**src/rtl/tcw_pkg.sv**
```systemverilog
// Shared types and constants of the text console writer
`default_nettype none

package tcw_pkg;

  // screen geometry
  localparam int COLUMNS = 80;
  localparam int ROWS    = 30;
  localparam int CELLS   = COLUMNS * ROWS;
  localparam int CELL_AW = $clog2(CELLS);

  // field widths
  localparam int COL_W  = 7;
  localparam int ROW_W  = 5;
  localparam int CELL_W = 16;

  localparam logic [7:0] NEWLINE_CODE = 8'd10;

  // command codes
  typedef enum logic [1:0] {
    CMD_PUT   = 2'd0,
    CMD_CLEAR = 2'd1,
    CMD_READ  = 2'd2
  } cmd_e;

  // controller states
  typedef enum logic [1:0] {
    ST_IDLE   = 2'd0,
    ST_CALC   = 2'd1,
    ST_ACCESS = 2'd2,
    ST_FINISH = 2'd3
  } st_e;

  // input request
  typedef struct packed {
    logic [1:0]       command;
    logic [7:0]       char_code;
    logic [3:0]       foreground;
    logic [3:0]       background;
    logic [ROW_W-1:0] read_row;
    logic [COL_W-1:0] read_column;
  } tcw_in_t;

  // result request
  typedef struct packed {
    logic [CELL_W-1:0] cell_value;
    logic [COL_W-1:0]  cursor_column_now;
    logic [ROW_W-1:0]  cursor_row_now;
    logic              scrolled;
  } tcw_out_t;

  // controller to datapath commands
  typedef struct packed {
    logic take_item;
    logic calc_en;
    logic access_en;
    logic load_out;
  } tcw_cmd_t;

endpackage

`default_nettype wire

```
**src/rtl/tcw_ctrl.sv**
```systemverilog
// Controller state machine of the text console writer
`default_nettype none

module tcw_ctrl (
  input  logic              clk_i,
  input  logic              rst_ni,
  input  logic              in_valid_i,
  output logic              in_stall_o,
  output logic              out_valid_o,
  input  logic              out_stall_i,
  output tcw_pkg::tcw_cmd_t cmd_o
);
  import tcw_pkg::*;

  st_e  state_q, state_d;
  logic out_valid_q, out_valid_d;
  logic out_free;

  // output register can take a new result
  assign out_free = !out_valid_q || !out_stall_i;

  // next state
  always_comb begin
    state_d = state_q;
    case (state_q)
      ST_IDLE: begin
        if (in_valid_i) state_d = ST_CALC;
      end
      ST_CALC:   state_d = ST_ACCESS;
      ST_ACCESS: state_d = ST_FINISH;
      ST_FINISH: begin
        if (out_free) state_d = ST_IDLE;
      end
      default:   state_d = ST_IDLE;
    endcase
  end

  // outputs
  always_comb begin
    in_stall_o      = 1'b1;
    cmd_o.take_item = 1'b0;
    cmd_o.calc_en   = 1'b0;
    cmd_o.access_en = 1'b0;
    cmd_o.load_out  = 1'b0;
    case (state_q)
      ST_IDLE: begin
        in_stall_o      = 1'b0;
        cmd_o.take_item = in_valid_i;
      end
      ST_CALC:   cmd_o.calc_en = 1'b1;
      ST_ACCESS: cmd_o.access_en = 1'b1;
      ST_FINISH: cmd_o.load_out = out_free;
      default: begin
        in_stall_o = 1'b1;
      end
    endcase
  end

  // result valid flag
  always_comb begin
    out_valid_d = out_valid_q;
    if (cmd_o.load_out) begin
      out_valid_d = 1'b1;
    end else if (!out_stall_i) begin
      out_valid_d = 1'b0;
    end
  end

  always_ff @(posedge clk_i or negedge rst_ni) begin
    if (!rst_ni) begin
      state_q     <= ST_IDLE;
      out_valid_q <= 1'b0;
    end else begin
      state_q     <= state_d;
      out_valid_q <= out_valid_d;
    end
  end

  assign out_valid_o = out_valid_q;

`ifndef ASSERT_OFF
  a_accept_to_calc: assert property (@(posedge clk_i) disable iff (!rst_ni)
    (in_valid_i && !in_stall_o) |=> (state_q == ST_CALC))
    else $error("accepted request did not start address calculation");

  a_access_after_calc: assert property (@(posedge clk_i) disable iff (!rst_ni)
    (state_q == ST_ACCESS) |-> ($past(state_q) == ST_CALC))
    else $error("memory access without address calculation");

  a_cmd_onehot: assert property (@(posedge clk_i) disable iff (!rst_ni)
    $onehot0({cmd_o.take_item, cmd_o.calc_en, cmd_o.access_en, cmd_o.load_out}))
    else $error("more than one datapath command at once");
`endif

endmodule

`default_nettype wire

```
**config.mk**
```make
export PLATFORM = sky130hd
export DESIGN_NAME = tcw_ctrl
export DESIGN_NICKNAME = d
export VERILOG_FILES = /design/src/rtl/tcw_pkg.sv /design/src/rtl/tcw_ctrl.sv
export SDC_FILE = /design/constraint.sdc
export NUM_CORES = 1
export LEC_CHECK = 0
export BUFFER_PORTS_ARGS = -buffer_cell sky130_fd_sc_hd__buf_2
export CAP_MARGIN = 20
export CORE_AREA = 3 3 40 42
export CTS_CLUSTER_SIZE = 30
export DETAILED_ROUTE_END_ITERATION = 16
export DIE_AREA = 0 0 43 45
export HOLD_SLACK_MARGIN = 0.03
export SETUP_SLACK_MARGIN = 0.15
export SYNTH_ARGS = -nofsm -noshare
export SYNTH_HDL_FRONTEND = slang
export SYNTH_SLANG_ARGS = --single-unit
```
**constraint.sdc**
```tcl
create_clock -name clk_i -period 1.57 [get_ports clk_i]
set_input_delay 0 -clock clk_i [delete_from_list [all_inputs] [get_ports clk_i]]
set_output_delay 0 -clock clk_i [all_outputs]
set_load 0.005 [all_outputs]
```
==> impl_metrics.ini, run 1 <==
[placed_design]
gp_congestion = 0.659
port_buffers = 9
postPlaceCellArea_sq_um = 289

[routing]
drtIter0Drc = 0
via_per_inst = 3.69
ant_nets = 0
wl_microns = 446
num_vias = 181
drt_pass1_iterations = 1
drc = 0
routedWlPerCell_microns = 9.10

[floorplan]
initial_core_util_pct = 18.1
rows = 13
die_w_microns = 43
pin_count = 10
die_h_microns = 45
die_area_sq_um = 1940
coreArea_sq_um = 1280

[layout]
stdcell_area_sq_um = 335
nNetsFinal = 44
area_growth_pct = 44.1
drive_above_1_share_pct = 50.0
final_util_pct = 26.1
diodes = 0

[power_and_ir_drop]
vdd_drop_max_mv = 0.359
leakage_nw = 0.180
power_density_nw_per_um2 = 1890
p_total_w = 0.000635

[worst_setup_path]
startpoint_type = flop
cp-end-kind = flop
arrival_ps = 1480
path_delay_family = flip-flops
path_buf_inv = 2
crit_chain = inv_1, ha_1, inv_2, o21ai_4, mux2_4
worst-path-max-fanout = 4
path_class = reg2reg
critPathSlowestCell = dfrtp_1
required_ps = 1680
slowest_delay_ps = 410

[timing]
fin_worst_skew_ps = 0.972
hold_viol_final = 0
max_slew_margin_pct = 91.8
holdWs_ps = 92.6
fmax_mhz = 733
setup_tns_ps = 0
timing.final.crit_period_ps = 1360
slew_viol_final = 0
rsz0062_at_grt = no
finalCritPeriodShare_pct = 86.9
worst_slew_pin_slew_ps = 120
finalSetupViolCount = 0

[synthesis]
yosys-top-cells-area = dfrtp_1, ha_1, o21ai_4
syn_inst = 20
synth_top_area_share_pct = 32.3
synth_compound_area_share_pct = 13.4
synth_top_family_by_area = adder cells
yosysSeqAreaShare_pct = 32.3
synth_commonest_cells = ha_1, dfrtp_1, inv_1
synth-adder-area-share_pct = 26.9
syn_area_per_cell_sq_um = 11.6
synth_simple_gate_area_share_pct = 8.60
async_flop_share_pct = 100
synthesis.nets = 29
ys_ff_latch = 3
synth.most_common_cell = ha_1
synth_cell_types = 13
synthFlopType = dfrtp_1
synth_top_cell_by_area = dfrtp_1
synth-xor-area-share_pct = 0
synth_edf_count = 0
netlist_area_sq_um = 233
yosysWarnings = 0
synth_mux_area_share_pct = 10.8

[clock_network]
clk_pin_slew_ps = 40
cts_buffers = 3
cts_root_buf = clkbuf_4
clock_sinks = 3
clk_latency_ps = 230
post-cts-setup-buffers = 0
clock_path_buffers = 2
cts_tree = built
htreeDepth = 1

[grt]
track_usage_pct = 5.58
grt_start_max_net_pins = 5
grt_pass1_wl_microns = 690
grt_pass1_vias = 176
antenna_found_initial = 0
overflow = 0

[worst_hold_path]
hold_class = in2async

[job]
cap_violations = 0

[status]
status = completed
[per-layer routing]
metal	GRT usage (%)	routed length, microns	vias up	share of wire [%]
met1	5.31	203	78	46
met3	5.98	60	0	13
met4	3.61	0	0	0
met5	0	0	-	0
met2	7.19	181	11	41
li1	-	-	92	-
[stage by stage]
step	cells	setup slack, ps
global placement	43	224
global route	49	156
CTS	49	188
finish	49	206
floorplan	20	275
detailed placement	43	202
[flip-flops by register name, indices dropped and copies added, names as in the netlist]
name	flops
state_q	2
out_valid_o	1
[final cells by class]
type	instances	area [sq um]
tap	15	18.8
multi-input combinational	13	139
timing repair buffer	11	65.1
inverter	3	11.3
sequential	3	75.1
fill	144	950
clock buffer	4	26.3
[worst reg2reg max path, cell delays in order, from the launching register on]
cell	delay, ps
dfrtp_1	410
inv_1	120
ha_1	180
inv_2	60
o21ai_4	170
mux2_4	310
[report_power, final]
group	total, W	switching, W	leakage [nW]	internal, W
registers	0.000163	0.0000429	0.0358	0.000120
clock network	0.000134	0.0000391	0.0150	0.0000952
logic	0.000338	0.000157	0.129	0.000180
total	0.000635	0.000239	0.180	0.000396
[worst paths after layout]
| check | start | end | slack [ps] | cells after the start |
|---|---|---|---|---|
| hold reg to reg | out_valid_o$_DFFE_PN0P_ | out_valid_o$_DFFE_PN0P_ | 550 | 1 |
| max in group asynchronous | rst_ni | state_q[0]$_DFFE_PN0P_ | 1370 | 2 |
| hold / removal | rst_ni | out_valid_o$_DFFE_PN0P_ | 90 | 2 |
| setup reg to reg | state_q[1]$_DFFE_PN0P_ | state_q[1]$_DFFE_PN0P_ | 210 | 5 |
| setup / recovery | state_q[1]$_DFFE_PN0P_ | state_q[1]$_DFFE_PN0P_ | 210 | 5 |
| min in group clk_i | in_valid_i | state_q[0]$_DFFE_PN0P_ | 100 | 3 |
[cells by family (layout without fill, tap and decap cells)]
kind of cell / after synthesis / after routing
simple gates: 3 / 3
compound gates: 3 / 3
flops: 3 / 3
buf+inv: 4 / 18
mux: 2 / 2
fa+ha+maj: 5 / 5
[cells in the final DEF (no fill, tap or decap), types with 2 or more instances in the layout]
| cell | netlist | routed |
|---|---|---|
| clkbuf_4 | 0 | 3 |
| dlygate4sd3_1 | 0 | 2 |
| buf_2 | 0 | 9 |
| dfrtp_1 | 3 | 3 |
| inv_2 | 1 | 2 |
| ha_1 | 5 | 5 |
[timing repair]
action | CTS | global route
hold buffers | 2 | 0
setup endpoints to repair | 0 | 1
gates resized for setup | 0 | 1
endpoints found under the hold margin | 4 | 0
(Power assumes the default switching activity.)
==> inputs of run 2 (changes only) <==
Settings changed: CAP_MARGIN 20 to 0, GPL_TIMING_DRIVEN from default to 0.
==> impl_metrics.ini, run 2 (synthesized netlist as in run 1, its figures left out) <==
[worst_setup_path]
path_buf_inv = 2
cp-end-kind = flop
required_ps = 1680
worstReg2RegEnd = state_q[1]$_DFFE_PN0P_
worst-path-max-fanout = 4
crit_chain = inv_2, ha_1, inv_2, o21ai_4, mux2_4
r2r_setup_slack_ps = 230
startpoint_type = flop
slowest_delay_ps = 400
critPathSlowestCell = dfrtp_1
cpMostUsedCell = inv_2
reg2regPathDepth = 5
arrival_ps = 1440
path_delay_family = flip-flops
path_class = reg2reg
regToRegStartpoint = state_q[0]$_DFFE_PN0P_

[routing]
routedWlPerCell_microns = 8.72
drt_pass1_iterations = 1
num_vias = 183
via_per_inst = 3.66
drc = 0
ant_nets = 0
wl_microns = 436
drtIter0Drc = 0

[clock_network]
clock_path_buffers = 2
cts_tree = built
htreeDepth = 1
clock_sinks = 3
clk_pin_slew_ps = 30
cts_root_buf = clkbuf_4
cts_buffers = 3
clk_latency_ps = 230

[timing]
rsz0062_at_grt = no
slew_viol_final = 0
fmax_mhz = 749
hold_viol_final = 0
worst_slew_pin_slew_ps = 139
fin_worst_skew_ps = 1.88
finalCritPeriodShare_pct = 85.1
setup_tns_ps = 0
finalSetupViolCount = 0
timing.final.crit_period_ps = 1340
max_slew_margin_pct = 90.5

[floorplan]
coreArea_sq_um = 1280
initial_core_util_pct = 18.1
die_h_microns = 45
rows = 13
die_area_sq_um = 1940
die_w_microns = 43
pin_count = 10

[power_and_ir_drop]
leakage_nw = 0.184
vdd_drop_max_mv = 0.462
power_density_nw_per_um2 = 1900

[layout]
area_growth_pct = 47.3
drive_above_1_share_pct = 54.3
regMostFlops = state_q
final_common_cell = buf_2
largest_reg_flops = 2
diodes = 0
final_util_pct = 26.7
nNetsFinal = 45
fillers = 141
layout_common_cells = buf_2, ha_1, inv_2, clkbuf_4, dfrtp_1

[placed_design]
dp_hpwl_microns = 341
gp_congestion = 0.674
port_buffers = 9

[status]
status = completed

[grt]
grt_pass1_vias = 190
antenna_found_initial = 0
grt_pass1_wl_microns = 779
grt_start_max_net_pins = 5
track_usage_pct = 5.84
overflow = 0

[worst_hold_path]
hold_class = in2async

[job]
cap_violations = 0
run 2: changes by cell type in the layout (fill, tap and decap cells not counted):
cell | previous run | this run
buf_4 | 0 | 1
inv_1 | 1 | 0
inv_2 | 2 | 3
run 2: layout make-up:
class	count	area, sq um	share of cell area, %
buffer	1	7.51	2.19
clock buffer	4	26.3	7.66
multi-input combinational	13	139	40.5
tap	15	18.8	5.47
inverter	3	11.3	3.28
sequential	3	75.1	21.9
timing repair buffer	11	65.1	19.0
run 2: worst max-delay path by stage:
stage | to | slack [ps] | start | cells after the start
detailed placement | state_q[1]$_DFFE_PN0P_ | 190 | state_q[0]$_DFFE_PN0P_ | 5
CTS | state_q[1]$_DFFE_PN0P_ | 180 | state_q[0]$_DFFE_PN0P_ | 5
global route | state_q[1]$_DFFE_PN0P_ | 170 | state_q[0]$_DFFE_PN0P_ | 5
finish | state_q[1]$_DFFE_PN0P_ | 230 | state_q[0]$_DFFE_PN0P_ | 5
floorplan | state_q[1]$_DFFE_PN0P_ | 280 | state_q[0]$_DFFE_PN0P_ | 5
global placement | state_q[1]$_DFFE_PN0P_ | 210 | state_q[0]$_DFFE_PN0P_ | 5
run 2: metrics by stage:
stage	setup slack (ps)	cell area (sq um)	instances	total power [W]	hold slack [ps]
3_5_place_dp	193	297	44	0.000517	-202
4_1_cts	181	343	50	0.000662	95.5
5_1_grt	165	343	50	0.000721	118
3_3_place_gp	212	297	44	0.000507	-201
6_report	235	343	50	0.000650	105
2_1_floorplan	275	233	20	0.000402	-296
run 2: layer usage:
layer	GRT usage (%)	vias to the layer above	part of all wire, %
met5	0	-	0
met4	3.61	0	0
met3	3.59	0	11
met2	8.08	9	41
met1	6.80	80	47
li1	-	94	-
run 2: repair_timing:
| action | CTS | global route |
|---|---|---|
| endpoints found under the hold margin | 4 | 0 |
| setup buffers | 0 | 0 |
| resized for setup | 0 | 2 |
| hold buffers | 2 | 0 |
| endpoints found under the setup margin | 0 | 1 |
run 2: report_power, final:
group / switching, W / total [W] / leakage, nW / internal (W)
Clock: 0.0000348 / 0.000130 / 0.0150 / 0.0000949
Sequential: 0.0000440 / 0.000164 / 0.0358 / 0.000120
Combinational: 0.000162 / 0.000356 / 0.133 / 0.000195
Total: 0.000240 / 0.000650 / 0.184 / 0.000410
==> inputs of run 3 (changes only) <==
Settings changed: SLEW_MARGIN from default to 40.
Clock period 1.57 ns to 1.6 ns, I/O delays scaled along.
==> impl_metrics.ini, run 3 (synthesized netlist as in run 1, its figures left out) <==
[clock_network]
cts_tree = built
clk_pin_slew_ps = 30
clk_latency_ps = 230
htreeDepth = 1
clock_path_buffers = 2
cts_root_buf = clkbuf_4
cts_buffers = 3
clock_sinks = 3

[timing]
slew_viol_final = 0
fmax_mhz = 739
setup_tns_ps = 0
finalSetupViolCount = 0
worst_slew_pin_slew_ps = 139
fin_worst_skew_ps = 1.88
timing.final.crit_period_ps = 1350
rsz0062_at_grt = no
finalCritPeriodShare_pct = 84.6
holdWs_ps = 105
max_slew_margin_pct = 90.5
hold_viol_final = 0

[placed_design]
postPlaceCellArea_sq_um = 297
dp_hpwl_microns = 341
gp_congestion = 0.674
port_buffers = 9
dp.cells = 44

[routing]
routedWlPerCell_microns = 8.72
num_vias = 183
drtIter0Drc = 0
via_per_inst = 3.66
drt_pass1_iterations = 1
wl_microns = 436
ant_nets = 0
drc = 0

[floorplan]
die_h_microns = 45
initial_core_util_pct = 18.1
die_w_microns = 43
die_area_sq_um = 1940
pin_count = 10
coreArea_sq_um = 1280
rows = 13

[status]
status = completed

[layout]
regMostFlops = state_q
diodes = 0
final_common_cell = buf_2
multiInputGateArea_sq_um = 139
layout_common_cells = buf_2, ha_1, clkbuf_4, dfrtp_1
fillers = 141
stdcell_area_sq_um = 343
drive_above_1_share_pct = 51.4
area_growth_pct = 47.3
ff_latch_area_sq_um = 75.1
largest_reg_flops = 2
nNetsFinal = 45
fin_cells = 50

[worst_setup_path]
arrival_ps = 1460
cp-end-kind = flop
worstReg2RegEnd = state_q[1]$_DFFE_PN0P_
reg2regPathDepth = 5
critical_path.endpoint = state_q[1]$_DFFE_PN0P_
worst-path-max-fanout = 4
startpoint = state_q[1]$_DFFE_PN0P_
regToRegStartpoint = state_q[1]$_DFFE_PN0P_
required_ps = 1710
path_class = reg2reg
startpoint_type = flop
r2r_setup_slack_ps = 250

[grt]
overflow = 0
grt_pass1_wl_microns = 779
grt_start_max_net_pins = 5
grt_pass1_vias = 190
antenna_found_initial = 0
track_usage_pct = 5.84

[power_and_ir_drop]
p_total_w = 0.000635
vdd_drop_max_mv = 0.450
power_density_nw_per_um2 = 1850
leakage_nw = 0.185

[job]
cap_violations = 0

[worst_hold_path]
hold_class = in2async
## run 3: cell types whose count changed in the layout (fill, tap and decap cells not counted)
cell   change
inv_1      +1
inv_2      -1
## run 3: worst max-delay path, stage by stage, from the launching register on
cell and delay, ps:
dfrtp_1 400, inv_1 110, ha_1 180, inv_2 60, o21ai_4 170, mux2_4 310
## run 3: report_power, final
group	leakage (nW)	internal, W	switching, W
clock	0.0150	0.0000931	0.0000342
sequential	0.0358	0.000118	0.0000412
combinational	0.134	0.000190	0.000158
## run 3: final cells by class
| cell class | instances | area share (%) |
|---|---|---|
| buffer | 1 | 2.19 |
| clock buffer | 4 | 7.66 |
| inverter | 3 | 3.28 |
| timing repair buffer | 11 | 19.0 |
| sequential | 3 | 21.9 |
| multi-input combinational | 13 | 40.5 |
| tap | 15 | 5.47 |
## run 3: worst min path at each step
stage | start | to | slack [ps]
CTS | rst_ni | out_valid_o$_DFFE_PN0P_ | 100
floorplan | rst_ni | out_valid_o$_DFFE_PN0P_ | -300
finish | rst_ni | out_valid_o$_DFFE_PN0P_ | 110
detailed placement | rst_ni | state_q[1]$_DFFE_PN0P_ | -200
global route | rst_ni | state_q[1]$_DFFE_PN0P_ | 120
global placement | rst_ni | out_valid_o$_DFFE_PN0P_ | -200
## run 3: layer usage
metal	vias up	global-route usage, %	routed length [microns]
met3	0	3.59	49
li1	94	-	-
met2	9	8.08	179
met1	80	6.80	206
met5	-	0	0
met4	0	3.61	0
## run 3: repair_timing
action                                  4_1_cts  5_1_grt
gates resized for setup                       0        1
buffers inserted                              0        0
endpoints found under the hold margin         4        0
endpoints found under the setup margin        0        1
hold buffers                                  2        0
## run 3: per-stage QoR
stage,worst slack [ps],util [%]
after floorplan,305,-
after global placement,242,23.1
after detailed placement,223,23.1
after CTS,211,26.7
after global routing,178,26.7
final,247,26.7
